### src/rtl/c3hl_pkg.sv
// ----------------------------------------------------------------------------
// c3hl_pkg
// Shared types and constants of the 3x3 horizontal-line convolution block.
// ----------------------------------------------------------------------------
package c3hl_pkg;

  // default geometry and pixel depth
  localparam int DEF_MAX_WIDTH  = 1024;
  localparam int DEF_PIXEL_BITS = 8;

  // fixed port field widths
  localparam int IN_PIXEL_BITS = 8;
  localparam int VALUE_BITS    = 8;

  // configuration port
  localparam int APB_ADDR_BITS = 3;
  localparam int APB_DATA_BITS = 32;
  localparam int WIDTH_BITS    = 11;
  localparam int HEIGHT_BITS   = 16;

  localparam logic [WIDTH_BITS-1:0]  WIDTH_RESET  = 11'd1024;
  localparam logic [HEIGHT_BITS-1:0] HEIGHT_RESET = 16'd1024;

  // register index, taken from paddr[2]
  typedef enum logic {
    REG_PADDED_WIDTH  = 1'b0,
    REG_PADDED_HEIGHT = 1'b1
  } c3hl_reg_t;

  // per-pixel flags that travel with a window column
  typedef struct packed {
    logic emit;
    logic row_last;
    logic frame_last;
  } c3hl_tag_t;

endpackage

### src/rtl/c3hl_ifs.sv


interface c3hl_res_if
  import c3hl_pkg::*;
();
  logic                         valid;
  logic                         ready;
  logic signed [VALUE_BITS-1:0] value;
  logic                         row_last;
  logic                         frame_last;

  modport source (output valid, output value, output row_last, output frame_last,
                  input ready);
  modport sink (input valid, input value, input row_last, input frame_last,
                output ready);
endinterface

### src/rtl/c3hl_kernel.sv
// ----------------------------------------------------------------------------
// c3hl_kernel
// 3x3 window, horizontal-line kernel, divide by 16 with rounding half away
// from zero, and the result register.
// ----------------------------------------------------------------------------
module c3hl_kernel
  import c3hl_pkg::*;
#(
  parameter int PIXEL_BITS = DEF_PIXEL_BITS
) (
  input  logic                  clk,
  input  logic                  rst,
  input  logic                  col_valid,
  output logic                  col_take,
  input  c3hl_tag_t             col_tag,
  input  logic [PIXEL_BITS-1:0] col_top,
  input  logic [PIXEL_BITS-1:0] col_mid,
  input  logic [PIXEL_BITS-1:0] col_bot,
  c3hl_res_if.source            res
);

  localparam int SUM_BITS = PIXEL_BITS + 8;

  // window[row][col], row 0 oldest line, col 2 newest column
  logic [PIXEL_BITS-1:0]      win [3][3];
  logic signed [SUM_BITS-1:0] sum;
  logic                       neg;
  logic [SUM_BITS-1:0]        mag;
  logic [SUM_BITS-1:0]        rnd;
  logic [SUM_BITS-1:0]        quo;
  logic                       out_valid;
  logic [VALUE_BITS-1:0]      out_value;
  logic                       out_row_last;
  logic                       out_frame_last;

  // -a + 2b - c over one column
  function automatic logic signed [SUM_BITS-1:0] col_sum(
    input logic [PIXEL_BITS-1:0] a,
    input logic [PIXEL_BITS-1:0] b,
    input logic [PIXEL_BITS-1:0] c
  );
    logic signed [SUM_BITS-1:0] ea;
    logic signed [SUM_BITS-1:0] eb;
    logic signed [SUM_BITS-1:0] ec;
    ea = $signed(SUM_BITS'(a));
    eb = $signed(SUM_BITS'(b));
    ec = $signed(SUM_BITS'(c));
    return (eb <<< 1) - ea - ec;
  endfunction

  // column moves on unless it emits while a result is waiting and not taken
  assign col_take = col_valid && (!col_tag.emit || !out_valid || res.ready);

  // window shift
  always_ff @(posedge clk) begin
    if (rst) begin
      for (int k = 0; k < 3; k++) begin
        for (int j = 0; j < 3; j++) begin
          win[k][j] <= '0;
        end
      end
    end else if (col_take) begin
      for (int k = 0; k < 3; k++) begin
        win[k][0] <= win[k][1];
        win[k][1] <= win[k][2];
      end
      win[0][2] <= col_top;
      win[1][2] <= col_mid;
      win[2][2] <= col_bot;
    end
  end

  // kernel sum over the shifted window
  assign sum = col_sum(win[0][1], win[1][1], win[2][1])
             + col_sum(win[0][2], win[1][2], win[2][2])
             + col_sum(col_top, col_mid, col_bot);

  // divide by 16, round half away from zero
  assign neg = sum[SUM_BITS-1];
  assign mag = neg ? SUM_BITS'(-sum) : SUM_BITS'(sum);
  assign rnd = (mag + SUM_BITS'(8)) >> 4;
  assign quo = neg ? -rnd : rnd;

  // result register
  always_ff @(posedge clk) begin
    if (rst) begin
      out_valid <= 1'b0;
    end else if (col_take && col_tag.emit) begin
      out_valid <= 1'b1;
    end else if (res.ready) begin
      out_valid <= 1'b0;
    end
  end

  always_ff @(posedge clk) begin
    if (col_take && col_tag.emit) begin
      out_value      <= quo[VALUE_BITS-1:0];
      out_row_last   <= col_tag.row_last;
      out_frame_last <= col_tag.frame_last;
    end
  end

  assign res.valid      = out_valid;
  assign res.value      = $signed(out_value);
  assign res.row_last   = out_row_last;
  assign res.frame_last = out_frame_last;

  // an emitting column always shows up as a result
  a_emit_out: assert property (@(posedge clk) disable iff (rst)
    (col_take && col_tag.emit) |=> res.valid)
    else $error("emitted window produced no result");

  // end of frame is also end of row
  a_frame_row: assert property (@(posedge clk) disable iff (rst)
    res.valid |-> (!res.frame_last || res.row_last))
    else $error("frame_last without row_last");

endmodule

### src/flat_wrapper.sv
// flat-port wrapper written by rule: the top's interface ports become plain ports
module c3hl_kernel_flat import c3hl_pkg::*;
#(
  parameter int PIXEL_BITS = DEF_PIXEL_BITS
)
  (clk, rst, col_valid, col_take, col_tag, col_top, col_mid, col_bot, res_valid, res_value, res_row_last, res_frame_last, res_ready);
  c3hl_res_if res_i ();
  input  logic clk;
  input  logic rst;
  input  logic col_valid;
  output logic col_take;
  input  c3hl_tag_t col_tag;
  input  logic [PIXEL_BITS-1:0] col_top;
  input  logic [PIXEL_BITS-1:0] col_mid;
  input  logic [PIXEL_BITS-1:0] col_bot;
  output wire logic [$bits(res_i.valid)-1:0] res_valid;
  output wire logic [$bits(res_i.value)-1:0] res_value;
  output wire logic [$bits(res_i.row_last)-1:0] res_row_last;
  output wire logic [$bits(res_i.frame_last)-1:0] res_frame_last;
  input wire logic [$bits(res_i.ready)-1:0] res_ready;
  assign res_valid = res_i.valid;
  assign res_value = res_i.value;
  assign res_row_last = res_i.row_last;
  assign res_frame_last = res_i.frame_last;
  assign res_i.ready = res_ready;
  c3hl_kernel #(.PIXEL_BITS(PIXEL_BITS)) u_core (.clk(clk), .rst(rst), .col_valid(col_valid), .col_take(col_take), .col_tag(col_tag), .col_top(col_top), .col_mid(col_mid), .col_bot(col_bot), .res(res_i));
endmodule
### config.mk
export PLATFORM = sky130hd
export DESIGN_NAME = c3hl_kernel_flat
export DESIGN_NICKNAME = d
export VERILOG_FILES = /design/src/rtl/c3hl_pkg.sv /design/src/rtl/c3hl_ifs.sv /design/src/rtl/c3hl_kernel.sv /design/src/flat_wrapper.sv
export SDC_FILE = /design/constraint.sdc
export NUM_CORES = 1
export LEC_CHECK = 0
export BUFFER_PORTS_ARGS = -buffer_cell sky130_fd_sc_hd__buf_2
export CORE_ASPECT_RATIO = 1.1
export CORE_UTILIZATION = 55
export CTS_CLUSTER_DIAMETER = 60
export DETAILED_ROUTE_END_ITERATION = 10
export PLACE_DENSITY = 0.77
export SYNTH_ARGS = -nofsm -noshare
export SYNTH_HDL_FRONTEND = slang
export SYNTH_SLANG_ARGS = --single-unit
export TNS_END_PERCENT = 10
### constraint.sdc
create_clock -name clk -period 8.7 [get_ports clk]
set_input_delay 2.175 -clock clk [delete_from_list [all_inputs] [get_ports clk]]
set_output_delay 2.175 -clock clk [all_outputs]
set_load 0.1 [all_outputs]
# Word-level counts from Yosys, hierarchy flattened
# Memory sizes are Yosys's and may differ from the RTL's.
# Cells that the tools add are included.
# op_classes
bitwise	9
addsub	11
n_reduce_logical	7
mux	18
# ops
op	n
$mux W8	10
$sub A16 B9 Y16	3
$add A16 B16 Y16	2
$sub A9 B8 Y10	3
$add A12 B4 Y12 const B	1
$mux W12	1
$neg A12 Y12	1
$or A1 B1 Y1	9
$neg A8 Y8	1
$mux W1	7
$logic_and A1 B1 Y1	2
$logic_not A1 Y1	2
$logic_or A1 B1 Y1	2
$reduce_bool A2 Y1	1
# word_totals
ram_bits	72
register_bits	11
n_memories	1
# mem_list
name	depth	width	read_ports	rd_ports_with_merged_regs	write_ports	line	text
u_core.win	3	24	3	0	3	c3hl_kernel.sv:25	logic [PIXEL_BITS-1:0] win [3][3];

# Depth between registers and ports, before layout
# Gate-level depths: netlist of run 1.
# An unclocked memory read counts as a cell.
# depth
word_depth	10
depth_mapped	31
ltp_nobuf	30

# Worst setup path before layout of run 1
# No wires, ideal clock.
# synth_path
kind	input to register
startpoint	in col_top[1]
endpoint	reg u_core.out_value[7] (netlist: u_core.res.value[7]), data pin
arrival_time_ns	8.606
required_time_ns	8.430
slack_ns	-0.176
stages	30
setup_ns	0.270
cell_sequence	inv_1 > ha_1 > and2b_1 > o21ai_0 > nand2b_1 > a21o_1 > a21o_1 > a21o_1 > a21o_1 > xor2_1 > fa_1 > inv_1 > fa_1 > fa_1 > inv_1 > ha_1 > o211a_1 > o21ai_1 > a2111oi_4 > or2_4 > buf_2 > nor2_1 > xnor2_1 > ha_1 > maj3_2 > mux2i_1 > o2111ai_1 > or4_4 > o41ai_2 > xor2_1
# synth_between
elab_chain_len	8
# synth_rtl
item	line	text
from (decl)	flat_wrapper.sv:13	input logic [PIXEL_BITS-1:0] col_top;
$sub A9 B8 Y10 (*)	c3hl_kernel.sv:48	return (eb <<< 1) - ea - ec;
$sub A16 B9 Y16 (*)	c3hl_kernel.sv:48	
$add A16 B16 Y16 (*)	c3hl_kernel.sv:76	+ col_sum(col_top, col_mid, col_bot);
$neg A12 Y12	c3hl_kernel.sv:80	assign mag = neg ? SUM_BITS'(-sum) : SUM_BITS'(sum);
$mux W12	c3hl_kernel.sv:80	
$add A12 B4 Y12	c3hl_kernel.sv:81	assign rnd = (mag + SUM_BITS'(8)) >> 4;
$neg A8 Y8	c3hl_kernel.sv:82	assign quo = neg ? -rnd : rnd;
$mux W8 (*)	c3hl_kernel.sv:82	
via u_core.quo[7]	c3hl_kernel.sv:30	logic [SUM_BITS-1:0] quo;
to (signal assigned)	c3hl_kernel.sv:97	out_value <= quo[VALUE_BITS-1:0];
to (decl)	c3hl_kernel.sv:32	logic [VALUE_BITS-1:0] out_value;
# Mark *: on every way through the listed nets, which the timed path passes. The rest lies on a longest branch.
# A chain may end at the register's enable or synchronous reset.

# Worst setup path in the final report of run 1
# Same ends and word-level chain as after synthesis.

==> metrics.md, run 1 <==
| Metric | Value |
|---|---|
| Hold bufs inserted after CTS | 0 |
| FF+latch count, synth | 59 |
| Hold crit path type | reg -> reg |
| Multi-input gate area | 3060 µm² |
| Status | complete, no violations |
| H-tree levels | 3 |
| DR WL/cell | 15.5 µm |
| Gate Count Post-Synth | 511 |
| DP Wirelength | 8.30 mm |
| R2R Path Start | u_core.win[0][32]$_SDFFCE_PN0P_ |
| Worst-margin pin slew | 1240 ps |
| HP Start | u_core.win[0][29]$_SDFFCE_PN0P_ |
| Placed cell areas | 5720 µm² |
| Row cnt | 36 |
| Largest net degree at the start of global routing | 49 |
| Routed Antenna Nets | 0 |
| Crit path required time | 8800 ps |
| Commonest cells in the netlist | 109 x inv_1, 58 x edfxtp_1, 37 x fa_1, 37 x ha_1, 34 x nor3_1 |
| Die height | 104 µm |
| Mapped Area | 5230 µm² |
| Ratio of final minimum period to clock period | 95.8% |
| Count leader, synth | inv_1 |
| Reg2reg path depth | 28 |
| Min cycle time layout | 8330 ps |
| Layout filler cell count | 744 |
| Cell area after layout | 5900 µm² |
| Largest family of logic cells by synthesized area | adder cells |
| Adder-Cell Fraction of Synth Area | 23.3% |
| Drt initial violations | 91 |
| Nets | 676 |
| Crit-path slowest cell | fa_1 |
| First-pass GRT wire length | 18.4 mm |
| WP data arrival | 8430 ps |
| Area leader, netlist | edfxtp_1 |
| Worst Skew | 12.1 ps |
| Slew Viols, Final | 0 |
| Clock-pin slew on the worst setup and hold paths | 70 ps |
| Initial core utilization | 57.7% |
| CP dominant cell by count | a21o_1 |
| Compound-Gate Fraction of Synth Area | 12.5% |
| MaxCap Viol Count | 0 |
| Number of global-route vias before repair | 4096 |
| Synth Flop Type | edfxtp_1 |
| Via count | 3778 |
| Clk buf depth | 2 |
| DRC viols | 0 |
| RSZ-0062 raised after global routing | false |
| Die W | 94.9 µm |
| Multiplexer share of the synthesized area | 0.599% |
| Via density | 5.48 |
| TritonCTS clock tree | done |
| Clk Tree Root Cell | clkbuf_8 |
| Synth area leaders | edfxtp_1 33%, fa_1 14%, ha_1 8.9% |
| CP Launch Type | input port |
| Critical path's largest stage delay | 530 ps |
| Core Area | 9050 µm² |
| Routability-driven placement congestion ratio | 0.891 |
| Yosys cell types | 67 |
| Post-Synth XOR/XNOR Area | 7.93% |
| Number of flops mapped to enable cells by yosys | 58 |
| Endpoints failing setup | 0 |
| Total GRT Usage | 24.4% |
| TritonCTS Buffers | 9 |
| Rel. slew slack | 17.3% |
| Synth top area share | 33.3% |
| Initial antenna violation count | 0 |
| Yosys warnings | 0 |
| N_diodes | 0 |
| CP endpoint kind | flip-flop |
| Crit-path max FO | 4 |
| Final hold viol count | 0 |
| Mapped Nets | 616 |
| Layout cells sized above 1 | 18.1% |
| Grt total ovfl | 0 |
| CP Launch Point | col_top[1] |
| FMAX | 120 MHz |
| Sequential Area | 1760 µm² |
| First-pass iteration count of the detailed router | 6 |
| Hold Crit Depth | 1 |
| Post-Synth Simple-Gate Area | 13.3% |
| Die footprint | 9890 µm² |
| Async set-reset flop share out of synthesis | 0% |
| Sequential fraction of the synthesis area | 33.7% |
| Port Buffers | 42 |
| I/O Pins | 43 |
| WL final | 10.7 mm |
| Layout Area Growth over Synthesis | 13.0% |
| Worst-Skew Late Latency | 360 ps |
| Clock sink count | 59 |
| Crit Path Category | in -> reg |
| Mean Syn Cell Area | 10.2 µm² |
-- final timing paths --
check	end	slack, ps
setup / recovery	u_core.res.value[7]$_DFFE_PP_	370
hold / removal	u_core.win[0][37]$_SDFFCE_PN0P_	570
setup reg to reg	u_core.res.value[7]$_DFFE_PP_	1770
hold reg to reg	u_core.win[0][37]$_SDFFCE_PN0P_	570
-- cell usage in the layout (no fill, tap or decap), types with 6 or more instances in the layout --
cell type,Yosys,final
nor3_1,34,34
clkbuf_8,0,9
o21ai_0,15,14
a21oi_1,19,19
and2_1,23,23
buf_2,2,42
edfxtp_1,58,58
a21o_1,6,6
xor2_1,19,19
nor2_1,21,20
xnor2_1,22,22
inv_1,109,109
ha_1,37,34
fa_1,37,36
nand2_1,11,11
buf_4,0,19
-- metal layers --
metal | track usage (%) | up-vias | share of wire (%)
li1 | - | 1833 | -
met1 | 28.6 | 1830 | 42
met2 | 42.2 | 88 | 52
met3 | 3.95 | 27 | 3.5
met4 | 12.2 | 0 | 3.4
met5 | 0 | - | 0
-- through the flow --
stage | TNS [ps] | util (%) | instances | hold WS, ps | worst slack, ps
finish | 0 | 65.2 | 689 | 567 | 367
detailed placement | -176 | 63.1 | 674 | 554 | -176
floorplan | 0 | - | 511 | 529 | 7.50
global route | 0 | 65.2 | 689 | 575 | 4.80
CTS | 0 | 65.1 | 689 | 571 | 189
global placement | -2.84 | 63.1 | 674 | 536 | -2.84
-- repair_timing --
item                                    4_1_cts  5_1_grt
endpoints found under the setup margin        0        1
hold endpoints to repair                      0        0
gates resized for setup                       0        2
buffers inserted                              0        0
-- sequential cells by signal (all words and copies together), names as in the netlist --
signal,flops
u_core.win,48
u_core.res.valid,1
u_core.res.frame_last,1
u_core.res.value,8
u_core.res.row_last,1
-- critical path, delay by kind of cell --
| family | cells | cell delay [ps] |
|---|---|---|
| fa+ha+maj | 7 | 2450 |
| compound gates | 9 | 1840 |
| simple gates | 5 | 1170 |
| xor+xnor | 3 | 340 |
| buf+inv | 4 | 250 |
| mux | 1 | 180 |
-- cell type report --
cell class / instances / share of cell area, %
inverters: 109 / 6.93
multi-input cells: 331 / 51.9
repair buffers: 61 / 5.98
clock buffers: 12 / 2.29
well taps: 114 / 2.42
clock inverters: 3 / 0.678
flip-flops and latches: 59 / 29.8
-- cell families after synthesis --
group,Yosys count
muxes,3
and+or+nand+nor,125
adders and majority gates,75
buffers and inverters,121
AOI/OAI and AO/OA,84
xor gates and xnor gates,44
DFF,59
Power of run 1 is left out: the tool's default activity adds up to more than one toggle a clock period on the data nets, which glitch-free logic cannot reach.
==> run 2: changes to the inputs <==
- GPL_TIMING_DRIVEN: default -> 0
==> run 2 against run 1 <==
Global-route usage down 0.28 points. Non-clock buffer count rose by 9. Setup slack lost 230 ps. Critical endpoint unchanged. Register-to-register slack lost 390 ps. Clock skew decreased by 3.2 ps. Via count increased by 0.26%. Fmax fell by 2.7%. Cell area rose by 3.3%.
==> metrics.md, run 2 (synthesized netlist as in run 1, its figures left out) <==
| Metric | Value |
|---|---|
| Clk buf depth | 2 (unchanged) |
| Clk Tree Root Cell | clkbuf_8 (unchanged) |
| Critical path's largest stage delay | 610 ps (was 530 ps) |
| TritonCTS clock tree | done (unchanged) |
| Initial antenna violation count | 0 (unchanged) |
| Crit-path max FO | 6 (was 4) |
| Reg2reg path depth | 28 (unchanged) |
| FMAX | 117 MHz (was 120 MHz) |
| Total GRT Usage | 24.1% (was 24.4%) |
| WL met2 | 5.85 mm (was 5.53 mm) |
| Top Metal Used | met4 (unchanged) |
| DR WL/cell | 15.6 µm (was 15.5 µm) |
| Via count | 3788 (was 3778) |
| First-pass iteration count of the detailed router | 4 (was 6) |
| RSZ-0062 raised after global routing | true (was false) |
| R2r setup slk | 1380 ps (was 1770 ps) |
| Grt total ovfl | 0 (unchanged) |
| Die footprint | 9890 µm² (unchanged) |
| Number of global-route vias before repair | 4059 (was 4096) |
| CP Launch Type | input port (unchanged) |
| Layout cells sized above 1 | 21.4% (was 18.1%) |
| Crit Path Category | in -> reg (unchanged) |
| Die height | 104 µm (unchanged) |
| Port Buffers | 42 (unchanged) |
| Routed Antenna Nets | 0 (unchanged) |
| MaxCap Viol Count | 0 (unchanged) |
| Crit path required time | 8790 ps (was 8800 ps) |
| Row cnt | 36 (unchanged) |
| Most common cell after layout, fill and taps aside | inv_1 (unchanged) |
| Drt initial violations | 182 (was 91) |
| M1 wire length | 4.46 mm (was 4.44 mm) |
| WL final | 10.9 mm (was 10.7 mm) |
| DR WL met3 | 372 µm (was 370 µm) |
| Layout filler cell count | 683 (was 744) |
| Via density | 5.42 (was 5.48) |
| I/O Pins | 43 (unchanged) |
| Commonest non-fill, non-tap cells in the layout | 105 x inv_1, 58 x edfxtp_1, 41 x buf_2 (was 109 x inv_1, 58 x edfxtp_1, 42 x buf_2) |
| CP dominant cell by count | a21o_1 (unchanged) |
| Slew Viols, Final | 0 (unchanged) |
| WP data arrival | 8650 ps (was 8430 ps) |
| DRC viols | 0 (unchanged) |
| TritonCTS Buffers | 9 (unchanged) |
| Worst Skew | 8.91 ps (was 12.1 ps) |
| Endpoints failing setup | 0 (unchanged) |
| Layout Area Growth over Synthesis | 16.8% (was 13.0%) |
| Cell area after layout | 6100 µm² (was 5900 µm²) |
| Final hold viol count | 0 (unchanged) |
| H-tree levels | 3 (unchanged) |
| Status | complete, no violations (unchanged) |
| Worst-margin pin slew | 735 ps (was 1240 ps) |
| Initial core utilization | 57.7% (unchanged) |
| Worst-Skew Late Latency | 350 ps (was 360 ps) |
| Nets | 685 (was 676) |
| Hold crit path type | reg -> reg (unchanged) |
| Placed cell areas | 5650 µm² (was 5720 µm²) |
| N_diodes | 0 (unchanged) |
| R2R Path End | u_core.res.value[7]$_DFFE_PP_ (unchanged) |
| CP Launch Point | col_top[1] (unchanged) |
| Worst setup path end | u_core.res.value[7]$_DFFE_PP_ (unchanged) |
| Crit-path slowest cell | or4_4 (was fa_1) |
| CP endpoint kind | flip-flop (unchanged) |
| Ratio of final minimum period to clock period | 98.5% (was 95.8%) |
| Largest net degree at the start of global routing | 35 (was 49) |
| Min cycle time layout | 8570 ps (was 8330 ps) |
| DP Wirelength | 8.21 mm (was 8.30 mm) |
| Clock sink count | 59 (unchanged) |
| Rel. slew slack | 51.0% (was 17.3%) |
| Clock-pin slew on the worst setup and hold paths | 80 ps (was 70 ps) |
| First-pass GRT wire length | 18.2 mm (was 18.4 mm) |
| Biggest register | u_core.win (unchanged) |
| Core Area | 9050 µm² (unchanged) |
| Hold bufs inserted after CTS | 0 (unchanged) |
| Routability-driven placement congestion ratio | 0.885 (was 0.891) |
| R2R Path Start | u_core.win[0][25]$_SDFFCE_PN0P_ (was u_core.win[0][32]$_SDFFCE_PN0P_) |
| Largest register FFs | 48 (unchanged) |
| Die W | 94.9 µm (unchanged) |
-- run 2: cell types whose count changed in the layout (fill, tap and decap cells not counted), moves of 2 or more --
cell,change
inv_1,-4
xnor2_1,-3
inv_6,+2
xnor2_2,+3
inv_2,+3
buf_4,-2
fa_1,-2
clkbuf_1,+8
fa_2,+2
o21ai_0,-2
ha_1,-4
clkinvlp_4,+2
ha_4,+3
o21ai_1,+2
-- run 2: worst min-delay path by stage --
| stage | slack [ps] | start | cells after the start | to |
|---|---|---|---|---|
| finish | 560 | u_core.win[0][27]$_SDFFCE_PN0P_ | 1 | u_core.win[0][35]$_SDFFCE_PN0P_ |
| global route | 580 | u_core.win[0][27]$_SDFFCE_PN0P_ | 1 | u_core.win[0][35]$_SDFFCE_PN0P_ |
| CTS | 570 | u_core.win[0][27]$_SDFFCE_PN0P_ | 1 | u_core.win[0][35]$_SDFFCE_PN0P_ |
| detailed placement | 550 | u_core.win[0][27]$_SDFFCE_PN0P_ | 1 | u_core.win[0][35]$_SDFFCE_PN0P_ |
| global placement | 540 | u_core.win[0][27]$_SDFFCE_PN0P_ | 1 | u_core.win[0][35]$_SDFFCE_PN0P_ |
| floorplan | 530 | u_core.win[0][25]$_SDFFCE_PN0P_ | 1 | u_core.win[0][33]$_SDFFCE_PN0P_ |
-- run 2: worst max-delay path: cells and delay by family --
| kind | cells | cell delay [ps] |
|---|---|---|
| xor+xnor | 3 | 350 |
| simple gates | 5 | 1030 |
| buf+inv | 5 | 470 |
| fa+ha+maj | 7 | 2400 |
| mux | 1 | 200 |
| compound gates | 10 | 2010 |
-- run 2: layout make-up --
class | instances | area (µm²) | share of cell area, %
sequential | 59 | 1760 | 28.9
timing repair buffer | 59 | 363 | 5.95
clock inverter | 6 | 88.8 | 1.46
clock buffer | 10 | 128 | 2.09
inverter | 109 | 414 | 6.79
tap | 114 | 143 | 2.34
buffer | 11 | 42.5 | 0.697
multi-input combinational | 331 | 3160 | 51.8
-- run 2: per-layer routing --
| layer | vias up | track usage, % |
|---|---|---|
| met4 | 0 | 9.20 |
| li1 | 1857 | - |
| met3 | 20 | 3.44 |
| met2 | 87 | 43.4 |
| met5 | - | 0 |
| met1 | 1824 | 28.3 |
-- run 2: what timing repair did --
item / CTS / global route
endpoints found under the hold margin: 0 / 0
setup endpoints to repair: 3 / 4
pin swaps: 6 / 33
setup buffers: 5 / 11
gates resized for setup: 4 / 26
-- run 2: stage by stage --
stage,instances,setup TNS [ps],worst slack [ps],hold WS [ps],utilization [%]
floorplan,511,0,7.50,529,-
global placement,667,-1170,-596,536,62.1
detailed placement,668,-1680,-689,547,62.4
CTS,689,0,17.0,566,65.4
global route,699,-80.8,-80.8,579,67.4
finish,699,0,132,563,67.4
Power of run 2 is left out for the same reason.
