--- src/rtl/c3hl_pkg.sv ---
// ----------------------------------------------------------------------------
// c3hl_pkg
// Shared types and constants of the 3x3 horizontal-line convolution block.
// ----------------------------------------------------------------------------
package c3hl_pkg;

  // default geometry and pixel depth
  localparam int DEF_MAX_WIDTH  = 1024;
  localparam int DEF_PIXEL_BITS = 8;

  // fixed port field widths
  localparam int IN_PIXEL_BITS = 8;
  localparam int VALUE_BITS    = 8;

  // configuration port
  localparam int APB_ADDR_BITS = 3;
  localparam int APB_DATA_BITS = 32;
  localparam int WIDTH_BITS    = 11;
  localparam int HEIGHT_BITS   = 16;

  localparam logic [WIDTH_BITS-1:0]  WIDTH_RESET  = 11'd1024;
  localparam logic [HEIGHT_BITS-1:0] HEIGHT_RESET = 16'd1024;

  // register index, taken from paddr[2]
  typedef enum logic {
    REG_PADDED_WIDTH  = 1'b0,
    REG_PADDED_HEIGHT = 1'b1
  } c3hl_reg_t;

  // per-pixel flags that travel with a window column
  typedef struct packed {
    logic emit;
    logic row_last;
    logic frame_last;
  } c3hl_tag_t;

endpackage

--- src/rtl/c3hl_cfg.sv ---
// ----------------------------------------------------------------------------
// c3hl_cfg
// APB register file for the frame geometry and the clamped row/column limits.
// ----------------------------------------------------------------------------
module c3hl_cfg
  import c3hl_pkg::*;
#(
  parameter int MAX_WIDTH = DEF_MAX_WIDTH
) (
  input  logic                         clk,
  input  logic                         rst,
  input  logic                         psel,
  input  logic                         penable,
  input  logic                         pwrite,
  input  logic [APB_ADDR_BITS-1:0]     paddr,
  input  logic [APB_DATA_BITS-1:0]     pwdata,
  output logic [APB_DATA_BITS-1:0]     prdata,
  output logic                         pready,
  output logic [$clog2(MAX_WIDTH)-1:0] w_last,
  output logic [HEIGHT_BITS-1:0]       h_last,
  output logic                         restart
);

  localparam int COL_BITS = $clog2(MAX_WIDTH);

  logic [WIDTH_BITS-1:0]  padded_width;
  logic [HEIGHT_BITS-1:0] padded_height;
  c3hl_reg_t              reg_idx;
  logic                   wr_en;

  assign pready  = 1'b1;
  assign reg_idx = c3hl_reg_t'(paddr[2]);
  assign wr_en   = psel && penable && pwrite;

  // any register write restarts the frame counters
  assign restart = wr_en;

  // register writes
  always_ff @(posedge clk) begin
    if (rst) begin
      padded_width  <= WIDTH_RESET;
      padded_height <= HEIGHT_RESET;
    end else if (wr_en) begin
      unique case (reg_idx)
        REG_PADDED_WIDTH:  padded_width  <= pwdata[WIDTH_BITS-1:0];
        REG_PADDED_HEIGHT: padded_height <= pwdata[HEIGHT_BITS-1:0];
        default:           padded_width  <= padded_width;
      endcase
    end
  end

  // register reads
  always_comb begin
    unique case (reg_idx)
      REG_PADDED_WIDTH:  prdata = APB_DATA_BITS'(padded_width);
      REG_PADDED_HEIGHT: prdata = APB_DATA_BITS'(padded_height);
      default:           prdata = '0;
    endcase
  end

  // last column index, width clamped to 3..MAX_WIDTH
  always_comb begin
    if (padded_width < WIDTH_BITS'(3)) begin
      w_last = COL_BITS'(2);
    end else if (32'(padded_width) > 32'(MAX_WIDTH)) begin
      w_last = COL_BITS'(MAX_WIDTH - 1);
    end else begin
      w_last = COL_BITS'(padded_width - WIDTH_BITS'(1));
    end
  end

  // last row index, height at least 3
  always_comb begin
    if (padded_height < HEIGHT_BITS'(3)) begin
      h_last = HEIGHT_BITS'(2);
    end else begin
      h_last = padded_height - HEIGHT_BITS'(1);
    end
  end

endmodule

--- config.mk ---
export PLATFORM = sky130hd
export DESIGN_NAME = c3hl_cfg
export DESIGN_NICKNAME = d
export VERILOG_FILES = /design/src/rtl/c3hl_pkg.sv /design/src/rtl/c3hl_cfg.sv
export SDC_FILE = /design/constraint.sdc
export NUM_CORES = 1
export LEC_CHECK = 0
export ABC_AREA = 1
export BUFFER_PORTS_ARGS = -buffer_cell sky130_fd_sc_hd__buf_2
export CAP_MARGIN = 20
export CORE_ASPECT_RATIO = 0.6
export CORE_MARGIN = 5
export CORE_UTILIZATION = 50
export DETAILED_ROUTE_END_ITERATION = 7
export GPL_ROUTABILITY_DRIVEN = 0
export PLACE_DENSITY = 0.86
export SYNTH_ARGS = -nofsm -noshare
export SYNTH_HDL_FRONTEND = slang
export SYNTH_SLANG_ARGS = --single-unit
--- constraint.sdc ---
create_clock -name clk -period 1.9 [get_ports clk]
set_input_delay 0.095 -clock clk [delete_from_list [all_inputs] [get_ports clk]]
set_output_delay 0.095 -clock clk [all_outputs]
set_load 0.05 [all_outputs]
==> Word-level counts from Yosys, hierarchy flattened <==
Index checks and enable logic that the tools add are counted.
{ "word_totals": {"ff_bits": 27, "input_bits": 40, "out_inout_bits": 60, "elab_cells": 16} }
{ "classes": {"n_addsub": 2, "order_cmp": 3, "n_mux": 4, "bitwise_logic": 1, "reduce_logical": 4} }
{ "op_table": {"columns": ["cell", "count"], "rows": [
  ["32-bit case mux with 2 select lines", 1],
  ["10-bit two-way mux", 2],
  ["16-bit by 2-bit less-than comparator with 1-bit output (second input constant)", 1],
  ["16-bit two-way mux", 1],
  ["16-bit by 1-bit subtractor with 16-bit output (second input constant)", 1],
  ["11-bit greater-than comparator (second input constant)", 1],
  ["11-bit by 2-bit less-than comparator with 1-bit output (second input constant)", 1],
  ["10-bit by 1-bit subtractor with 10-bit output (second input constant)", 1],
  ["2-bit AND reduction", 2],
  ["1-bit logical AND", 2],
  ["1-bit NOT", 1]
]} }

==> Depth between registers and ports, before layout <==
Gate-level depths: netlist of the first run.
{ "logic_depth": {"ltp_word": 3, "ltp_mapped": 7, "mapped_depth_nobuf": 7} }

==> Worst setup path after synthesis of the first run <==
No wires, ideal clock.
{ "synth_timing": {"path_kind": "register to output", "startpoint": "register padded_height[0]", "endpoint": "output port h_last[14]", "arrival_time_ps": 1769, "required_ps": 1805, "slack_ps": 36, "path_stages_with_launch": 7, "path_buffers": 0, "cell_sequence": "dfxtp_1 > inv_1 > ha_1 > nand3_1 > nor2_2 > nand3_1 > a21oi_1"} }
{ "synth_via": {"elab_chain_len": 2, "word_cells_on_any_way": 3, "classes_between": "add/sub: 1; order compare: 1; mux: 1"} }
{ "synth_rtl": {"columns": ["element", "line", "rtl"], "rows": [
  ["start, declared", "c3hl_cfg.sv:27", "logic [HEIGHT_BITS-1:0] padded_height;"],
  ["start signal, assigned", "c3hl_cfg.sv:46", "REG_PADDED_HEIGHT: padded_height <= pwdata[HEIGHT_BITS-1:0];"],
  ["16-bit by 1-bit subtractor with 16-bit output / 16-bit by 2-bit less-than comparator with 1-bit output (equally long branches)", "c3hl_cfg.sv:77, c3hl_cfg.sv:74", null],
  ["16-bit two-way mux *", "c3hl_cfg.sv:74", "if (padded_height < HEIGHT_BITS'(3)) begin"],
  ["end, declared", "c3hl_cfg.sv:20", "output logic [HEIGHT_BITS-1:0] h_last,"]
]} }
Every way passes the cells marked *; elsewhere a longest branch is shown, timed or not.

==> Worst setup path in the final report of the first run <==
{ "layout_timing": {"startpoint": "register padded_width[0]", "endpoint": "output port w_last[3]"} }
{ "layout_via": {"elab_chain_len": 3, "word_cells_on_any_way": 5, "classes_between": "add/sub: 1; order compare: 2; mux: 2"} }
{ "layout_rtl": {"columns": ["element", "line", "rtl"], "rows": [
  ["start, declared", "c3hl_cfg.sv:26", "logic [WIDTH_BITS-1:0] padded_width;"],
  ["start signal, assigned", "c3hl_cfg.sv:45", "REG_PADDED_WIDTH: padded_width <= pwdata[WIDTH_BITS-1:0];"],
  ["start signal, assigned", "c3hl_cfg.sv:47", "default: padded_width <= padded_width;"],
  ["10-bit by 1-bit subtractor with 10-bit output / 11-bit greater-than comparator (equally long branches)", "c3hl_cfg.sv:68, c3hl_cfg.sv:65", null],
  ["10-bit two-way mux", "c3hl_cfg.sv:65", "end else if (32'(padded_width) > 32'(MAX_WIDTH)) begin"],
  ["10-bit two-way mux *", "c3hl_cfg.sv:63", "if (padded_width < WIDTH_BITS'(3)) begin"],
  ["end, declared", "c3hl_cfg.sv:19", "output logic [$clog2(MAX_WIDTH)-1:0] w_last,"]
]} }
Marks and branches as above.

==> flow_summary.ini, run 1 <==
[logic_synthesis]
synth_area_leader_cell = dfxtp_1
yosys_warnings = 0
synth_cells = 314
synth_top_area_share_pct = 27.08
syn_avg_cell_area_um2 = 6.356
synth-seq-cells = 27
synth_top_cells_by_area = dfxtp_1, a21oi_1, nand2_1
netlist_area_um2 = 1996
synth_seq_area_share_pct = 27.08
synthDistinctLibCells = 30

[setup_path]
r2r_start = padded_height[9]$_SDFFE_PP0P_
crit_type = reg2out
cp-start-kind = flip-flop
crit_fanout = 5
arrival_ns = 1.74
cp.required_ns = 1.80
cp-end-kind = output port
startpoint = padded_width[0]$_SDFFE_PP0P_

[clock_network]
cts_tree = yes
clk_latency_ns = 0.27
cts.reportedPaths.clkPinSlew_ns = 0.09
cts_root_buf = clkbuf_8
ctsLongestPathBuffers = 2
cts-htree-levels = 1
cts_sinks = 27
cts_inserted_buffers = 3

[timing]
worst_slack_ns = 0.06289
clock_skew_ns = 0
max_freq_mhz = 544.3
setup_viol = 0
slew_headroom_pct = 58.44
tightest_slew_ns = 0.6228
period_needed_ns = 1.837
period_share_pct = 96.69
rsz0062_at_grt = true
finalHoldViolCount = 0
slew_violations = 0

[cells_and_area]
finalCoreUtilization_pct = 63.58
nets = 418
syn2layout_area_growth_pct = 19.94
diodes = 0
filler_cell_count = 358
layout-drive-gt1-share_pct = 28.07
final_common_cell = buf_2
layout_common_cells = buf_2, nand2_1, nor2_1, a21oi_1, o21ai_0

[routing]
antenna_left = 0
vias = 2182
drtIter0Drc = 205
via_per_inst = 5.183
routedWlPerCell_um = 13.53
wirelength_um = 5698
firstDrtPassIters = 5
drc = 0

[floorplanning]
start_util_pct = 53.01
core.rowCount = 17
die_width_um = 91.56
die_h_um = 58.94
io_pins = 100
core_um2 = 3765
dieArea_um2 = 5396

[job]
drv_cap = 0

[global_routing]
grt_pass1_vias = 1909
antenna_found_initial = 0
grt_pass1_wl_um = 8625
overflow = 0
grt_max_degree = 28
grt_use_total_pct = 19.45

[hold_path]
hold_class = in2reg
hp-start = rst

[place]
portBuffers = 64
pre_cts_slack_ns = 0.2680
dpl.hpwl_um = 4174

[power]
power.density_nw_per_um2 = 761.1
max-vdd-ir-drop_uv = 319.3
p_leak_nw = 1.270

[run_status]
status = complete, no violations
-- flip-flops by register name, summed over array words and instances, names as in the netlist --
name           cells
padded_width      11
padded_height     16
-- routing by layer --
layer / vias to the layer above / global-route usage, % / part of all wire, %
met5: - / 0 / 0
met3: 4 / 5.109 / 8.4
met4: 0 / 1.717 / 0.56
met1: 984 / 28.32 / 46
met2: 98 / 29.80 / 45
li1: 1096 / - / -
-- path summary, 6_finish.rpt --
path,cells past startpoint,to,slack (ns)
worst min register to register,2,padded_height[4]$_SDFFE_PP0P_,0.54
worst max register to register,2,padded_height[9]$_SDFFE_PP0P_,1.10
worst min-delay path,3,padded_height[10]$_SDFFE_PP1P_,0.02
worst max-delay path,8,w_last[3],0.06
-- report_power, final --
group	internal, W	switching [W]
Clock	0.000147	0.000192
Sequential	0.000586	0.0000264
Combinational	0.000219	0.000651
Total	0.000953	0.000869
-- cell usage after synthesis --
| cell type | number |
|---|---|
| nand2_1 | 50 |
| xnor2_1 | 3 |
| buf_6 | 2 |
| buf_4 | 18 |
| nand3_1 | 16 |
| clkbuf_1 | 4 |
| xor2_1 | 6 |
| a31oi_1 | 1 |
| o21ai_1 | 5 |
| nand4_1 | 2 |
| buf_2 | 2 |
| conb_1 | 2 |
| nand3b_1 | 1 |
| ha_1 | 3 |
| inv_4 | 1 |
| o21ai_0 | 34 |
| inv_2 | 7 |
| nor2_1 | 43 |
| nor3_2 | 1 |
| dfxtp_1 | 27 |
| o21ai_4 | 1 |
| inv_1 | 31 |
| nand2_2 | 3 |
| or2_2 | 1 |
| nor3_1 | 1 |
| nor2_2 | 5 |
| nor2_4 | 4 |
| a21oi_1 | 38 |
| nor3_4 | 1 |
| nand3_2 | 1 |
-- area by class of cell --
class,instances,area (µm²),area share [%]
well taps,47,58.81,2.457
repair buffers,66,370.4,15.47
multi-input cells,238,1229,51.33
clock buffers,3,41.29,1.725
clock inverters,1,5.005,0.2091
flip-flops and latches,27,540.5,22.58
inverters,39,148.9,6.221
-- cell families (layout without fill, tap and decap cells) --
logic type               after synthesis  in the layout  synth area share (%)
AND/OR/NAND/NOR                      129            129                 29.66
XOR/XNOR                               9              9                 3.950
other                                  2             17                0.3763
adder cells (fa/ha/maj)                3              3                 1.881
flip-flops                            27             27                 27.08
AO/OA/AOI/OAI                         79             80                 20.44
buffers and inverters                 65            109                 16.61
-- what timing repair did --
action	4_1_cts	5_1_grt
gates resized for setup	12	14
hold buffers	0	0
pin swaps	0	4
setup endpoints to repair	12	23
setup buffers	0	2
cloned	0	1
hold endpoints to repair	0	0
-- per-stage QoR --
step / setup TNS, ns / hold slack (ns) / cell area (µm²) / power, W / std cells
CTS: -0.007899 / 0.01883 / 2325 / 0.001782 / 418
detailed placement: 0 / 0.3075 / 2248 / 0.001432 / 414
finish: 0 / 0.02052 / 2394 / 0.001822 / 421
floorplan: 0 / 0.1947 / 2052 / 0.001300 / 329
global placement: 0 / 0.3009 / 2248 / 0.001423 / 414
global route: -0.05473 / 0.04648 / 2394 / 0.001903 / 421
-- worst max-delay path: stages, from the launching register on --
cell and delay, ns:
dfxtp_1 0.34, inv_2 0.11, ha_4 0.16, nand2_2 0.08
inv_2 0.08, nand2_2 0.10, o21ai_4 0.24, a21oi_1 0.12
buf_4 0.22
No activity file was read; power rests on OpenSTA's default activity.
==> run 2, diff against run 1 <==
Settings changed: CORE_MARGIN 5 to 3, GPL_TIMING_DRIVEN from default to 0.
==> flow_summary.ini, run 2 (synthesis results as in run 1) <==
[routing]
wirelength_um = 6303
via_per_inst = 5.311
wl_met1_um = 2863
wl_met2_um = 2625
drtIter0Drc = 287
antenna_left = 0
routedWlPerCell_um = 14.10
wl_met3_um = 703
firstDrtPassIters = 5
drc = 0
vias = 2374
top_layer = met4

[clock_network]
clk_latency_ns = 0.28
cts_inserted_buffers = 3
cts-htree-levels = 1
hold_buffers = 0
cts_root_buf = clkbuf_8
cts.reportedPaths.clkPinSlew_ns = 0.10
cts_sinks = 27
ctsLongestPathBuffers = 2
cts_tree = yes

[timing]
holdWs_ns = 0.02249
slew_headroom_pct = 65.33
worst_slack_ns = 0.02586
slew_violations = 0
period_needed_ns = 1.874
tightest_slew_ns = 0.5201
setup_viol = 0
period_share_pct = 98.64
finalHoldViolCount = 0
tns_ns = 0
clock_skew_ns = 0
max_freq_mhz = 533.6

[floorplanning]
io_pins = 100
core_um2 = 3744
start_util_pct = 53.31
core.rowCount = 17
die_h_um = 54.94
dieArea_um2 = 4810
die_width_um = 87.56

[setup_path]
cp-end-kind = output port
cp-start-kind = flip-flop
arrival_ns = 1.78
cp.required_ns = 1.80
crit_type = reg2out
crit_fanout = 4

[run_status]
status = complete, no violations

[cells_and_area]
nets = 444
layout_common_cells = buf_2, nand2_1, nor2_1, a21oi_1
final_common_cell = buf_2
top_regs = padded_height: 16 flops, padded_width: 11 flops
layout-drive-gt1-share_pct = 32.00
largest_reg_flops = 16
filler_cell_count = 330
seq_area_um2 = 544.3
multiInputGateArea_um2 = 1254
syn2layout_area_growth_pct = 31.16
diodes = 0
largest_register = padded_height

[job]
drv_cap = 0

[global_routing]
grt_pass1_wl_um = 9073
antenna_found_initial = 0
overflow = 0
grt_pass1_vias = 1890
grt_use_total_pct = 24.88
grt_max_degree = 15

[power]
max-vdd-ir-drop_uv = 482.4
p_leak_nw = 1.397
power.density_nw_per_um2 = 721.6

[place]
portBuffers = 63
pre_cts_slack_ns = 0.2589
dpl.hpwl_um = 4561

[hold_path]
hold_class = in2reg
-- run 2: cell types whose count changed in the layout (fill, tap and decap cells not counted), sizes merged --
cell	previous run	this run
buf	64	85
clkbuf	5	11
inv	39	38
-- run 2: through the flow --
stage	utilization, %	std cells	instance area (µm²)	total power (W)
4_1_cts	67.38	445	2522	0.001840
2_1_floorplan	-	329	2052	0.001300
6_report	69.92	447	2618	0.001889
5_1_grt	69.92	447	2618	0.001981
3_3_place_gp	64.81	439	2426	0.001459
3_5_place_dp	64.81	439	2426	0.001470
-- run 2: cell type report --
cell class	instances	share of cell area [%]
inverters	39	5.784
multi-input cells	238	47.90
repair buffers	66	14.58
clock buffers	4	1.721
plain buffers	26	6.979
well taps	47	2.247
flip-flops and latches	27	20.79
-- run 2: worst paths after layout --
kind / depth (start not counted) / end / from / slack [ns]
setup reg to reg: 2 / padded_width[10]$_SDFFE_PP1P_ / padded_width[10]$_SDFFE_PP1P_ / 1.09
hold reg to reg: 2 / padded_height[4]$_SDFFE_PP0P_ / padded_height[4]$_SDFFE_PP0P_ / 0.52
hold / removal: 3 / padded_height[10]$_SDFFE_PP1P_ / rst / 0.02
setup / recovery: 8 / w_last[2] / padded_width[0]$_SDFFE_PP0P_ / 0.03
-- run 2: critical path, stage by stage, from the launching register on --
cell and delay, ns:
dfxtp_1 0.39, inv_2 0.08, ha_4 0.17, nand2_2 0.11
inv_1 0.09, nand2_4 0.12, o21ai_4 0.08, a21oi_1 0.20
buf_4 0.25
-- run 2: power by group --
group | switching (W) | total (W) | internal (W) | leakage [nW]
clock network | 0.000191 | 0.000342 | 0.000151 | 0.0228
registers | 0.0000281 | 0.000615 | 0.000587 | 0.221
logic | 0.000672 | 0.000933 | 0.000260 | 1.15
total | 0.000891 | 0.00189 | 0.000998 | 1.40
-- run 2: per-layer routing --
layer	GRT usage (%)	up-vias
li1	-	1148
met1	37.22	1064
met2	36.63	144
met3	5.178	18
met4	5.102	0
met5	0	-
-- run 2: what timing repair did --
item | 4_1_cts | 5_1_grt
gates cloned | 1 | 0
pin swaps | 1 | 4
setup endpoints to repair | 12 | 26
buffers inserted | 1 | 2
resized for setup | 14 | 24
==> run 3, diff against run 2 <==
Settings changed: ABC_AREA 1 to default, CORE_UTILIZATION 50 to 49, PLACE_DENSITY 0.86 to 0.83.
==> flow_summary.ini, run 3 <==
[cells_and_area]
multiInputGateArea_um2 = 1370
syn2layout_area_growth_pct = 50.52
diodes = 0
layout-drive-gt1-share_pct = 44.74
largest_register = padded_height
finalCoreUtilization_pct = 82.89
design_area_um2 = 2904
seq_area_um2 = 585.6
final_common_cell = nand2_1
filler_cell_count = 209
top_regs = padded_height: 16 flops, padded_width: 11 flops
largest_reg_flops = 16
nets = 415
layout_common_cells = nand2_1, buf_4, buf_2, a21oi_1, buf_6

[routing]
firstDrtPassIters = 5
antenna_left = 0
vias = 2291
drc = 0
routedWlPerCell_um = 16.30
via_per_inst = 5.507
drtIter0Drc = 272
wirelength_um = 6779

[logic_synthesis]
synth_top_family_by_area = simple AND/OR/NAND/NOR gates
synth-edff-count = 0
synth_common_cells = nand2_1, a21oi_1, dfxtp_1, nor2_1, buf_4
yosys_warnings = 0
synth_cells = 269
netlist_area_um2 = 1929
synth-compound-area-share_pct = 13.16
synth_seq_area_share_pct = 28.02
async_flop_share_pct = 0
synth-adder-area-share_pct = 1.946
synthFlopType = dfxtp_1
synth-seq-cells = 27
synth_top_cells_by_area = dfxtp_1, nand2_1, a21oi_1
syn_avg_cell_area_um2 = 7.172
synth_xor_xnor_area_share_pct = 7.717
yosysMostFrequentCell = nand2_1
synthMuxAreaShare_pct = 5.253
synth-simple-area-share_pct = 32.43
synthDistinctLibCells = 37
synth_area_leader_cell = dfxtp_1
synth_top_area_share_pct = 28.02

[global_routing]
grt_pass1_vias = 1962
grt_use_total_pct = 25.32
antenna_found_initial = 0
grt_pass1_wl_um = 9280
overflow = 0
grt_max_degree = 15

[run_status]
violations = setup timing
status = complete, but fails checks

[clock_network]
cts.reportedPaths.clkPinSlew_ns = 0.09
cts_sinks = 27
hold_buffers = 0
ctsLongestPathBuffers = 2
cts_inserted_buffers = 3
clk_latency_ns = 0.28
cts-htree-levels = 1
cts_tree = yes
cts_root_buf = clkbuf_8

[floorplanning]
core.rowCount = 16
io_pins = 100
dieArea_um2 = 4751
start_util_pct = 55.07
core_um2 = 3503
die_width_um = 87.01
die_h_um = 54.61

[hold_path]
hold_class = in2reg
min_path_cells = 3
whs_endpoint = padded_height[12]$_SDFFE_PP0P_
hp-start = pwdata[12]

[timing]
period_share_pct = 108.0
setup_viol = 20
finalHoldViolCount = 0
tightest_slew_ns = 0.6311
rsz0062_at_grt = true
period_needed_ns = 2.053
holdWs_ns = 0.05106
tns_ns = -1.428
slew_headroom_pct = 57.92
max_freq_mhz = 487.1
clock_skew_ns = 0
slew_violations = 0
worst_slack_ns = -0.1529

[setup_path]
ff2ff_path_depth = 5
cp-end-kind = output port
cp.required_ns = 1.80
arrival_ns = 1.96
rrSetupSlack_ns = 0.86
crit_type = reg2out
r2r_start = padded_height[1]$_SDFFE_PP0P_
reg2reg_to = padded_height[1]$_SDFFE_PP0P_
crit_fanout = 4
cp-start-kind = flip-flop

[power]
power.density_nw_per_um2 = 583.0
max-vdd-ir-drop_uv = 374.0
p_leak_nw = 1.405
p_total_w = 0.001693

[place]
place_area_um2 = 2379
dpl.hpwl_um = 4252
portBuffers = 63

[job]
drv_cap = 0
==> run 3: cell count changes after synthesis, sizes merged, moves of 3 or more <==
cell,change
nand3,-10
xor2,+7
mux2,+9
clkbuf,+4
and3,+3
and2,+8
nand2,+9
nor2,-30
inv,-33
nor4,+7
o21ai,-34
==> run 3: area by class of cell <==
type	count	share of cell area, %
Multi-Input combinational cell	219	47.18
Timing Repair Buffer	86	21.76
Sequential cell	27	20.16
Buffer	29	6.635
Tap cell	45	1.939
Clock buffer	4	1.551
Inverter	6	0.7755
==> run 3: worst max-delay path by stage <==
stage                                        startpoint          to  slack (ns)
final                     padded_height[1]$_SDFFE_PP0P_  h_last[15]       -0.15
after CTS                 padded_height[3]$_SDFFE_PP0P_  h_last[13]       -0.03
after global placement     padded_width[2]$_SDFFE_PP0P_   w_last[1]       -0.04
after detailed placement   padded_width[2]$_SDFFE_PP0P_   w_last[1]       -0.07
after floorplan            padded_width[0]$_SDFFE_PP0P_   w_last[0]       -0.09
after global routing      padded_height[1]$_SDFFE_PP0P_  h_last[15]       -0.23
==> run 3: per-stage QoR <==
step / instances / worst slack (ns)
6_report: 416 / -0.1529
4_1_cts: 409 / -0.02678
5_1_grt: 416 / -0.2283
2_1_floorplan: 284 / -0.08813
3_5_place_dp: 392 / -0.06859
3_3_place_gp: 392 / -0.04164
==> run 3: power by group <==
group	switching, W	leakage, nW	internal (W)	total, W
registers	0.0000269	0.228	0.000568	0.000595
logic	0.000494	1.15	0.000269	0.000764
clock network	0.000184	0.0228	0.000151	0.000335
total	0.000705	1.41	0.000988	0.00169
==> run 3: cells by family (layout without fill, tap and decap cells) <==
logic type / Yosys count / count (layout)
AND/OR/NAND/NOR: 127 / 127
AO/OA/AOI/OAI: 46 / 46
buffers and inverters: 38 / 125
flip-flops: 27 / 27
XOR/XNOR: 17 / 17
multiplexers: 9 / 9
adder cells (fa/ha/maj): 3 / 3
other: 2 / 17
==> run 3: repair_timing <==
| item | CTS | global route |
|---|---|---|
| buffers inserted | 14 | 8 |
| gates cloned | 1 | 0 |
| gates resized for setup | 66 | 42 |
| endpoints found under the hold margin | 0 | 0 |
| setup endpoints to repair | 24 | 25 |
| pin swaps | 10 | 12 |
==> run 3: critical path, cell delays in order, from the launching register on <==
cell and delay (ns):
dfxtp_4 0.38, buf_4 0.13, buf_4 0.13, buf_4 0.13, nor4_1 0.29, nand4_1 0.16
xor2_1 0.17, nor2_1 0.09, buf_4 0.20
==> run 3: routing by layer <==
layer | track usage, % | wire length [µm] | up-vias
met5 | 0 | 0 | -
met4 | 3.886 | 189 | 0
met3 | 4.812 | 683 | 29
met2 | 41.56 | 3008 | 151
met1 | 35.43 | 2897 | 1045
li1 | - | - | 1066
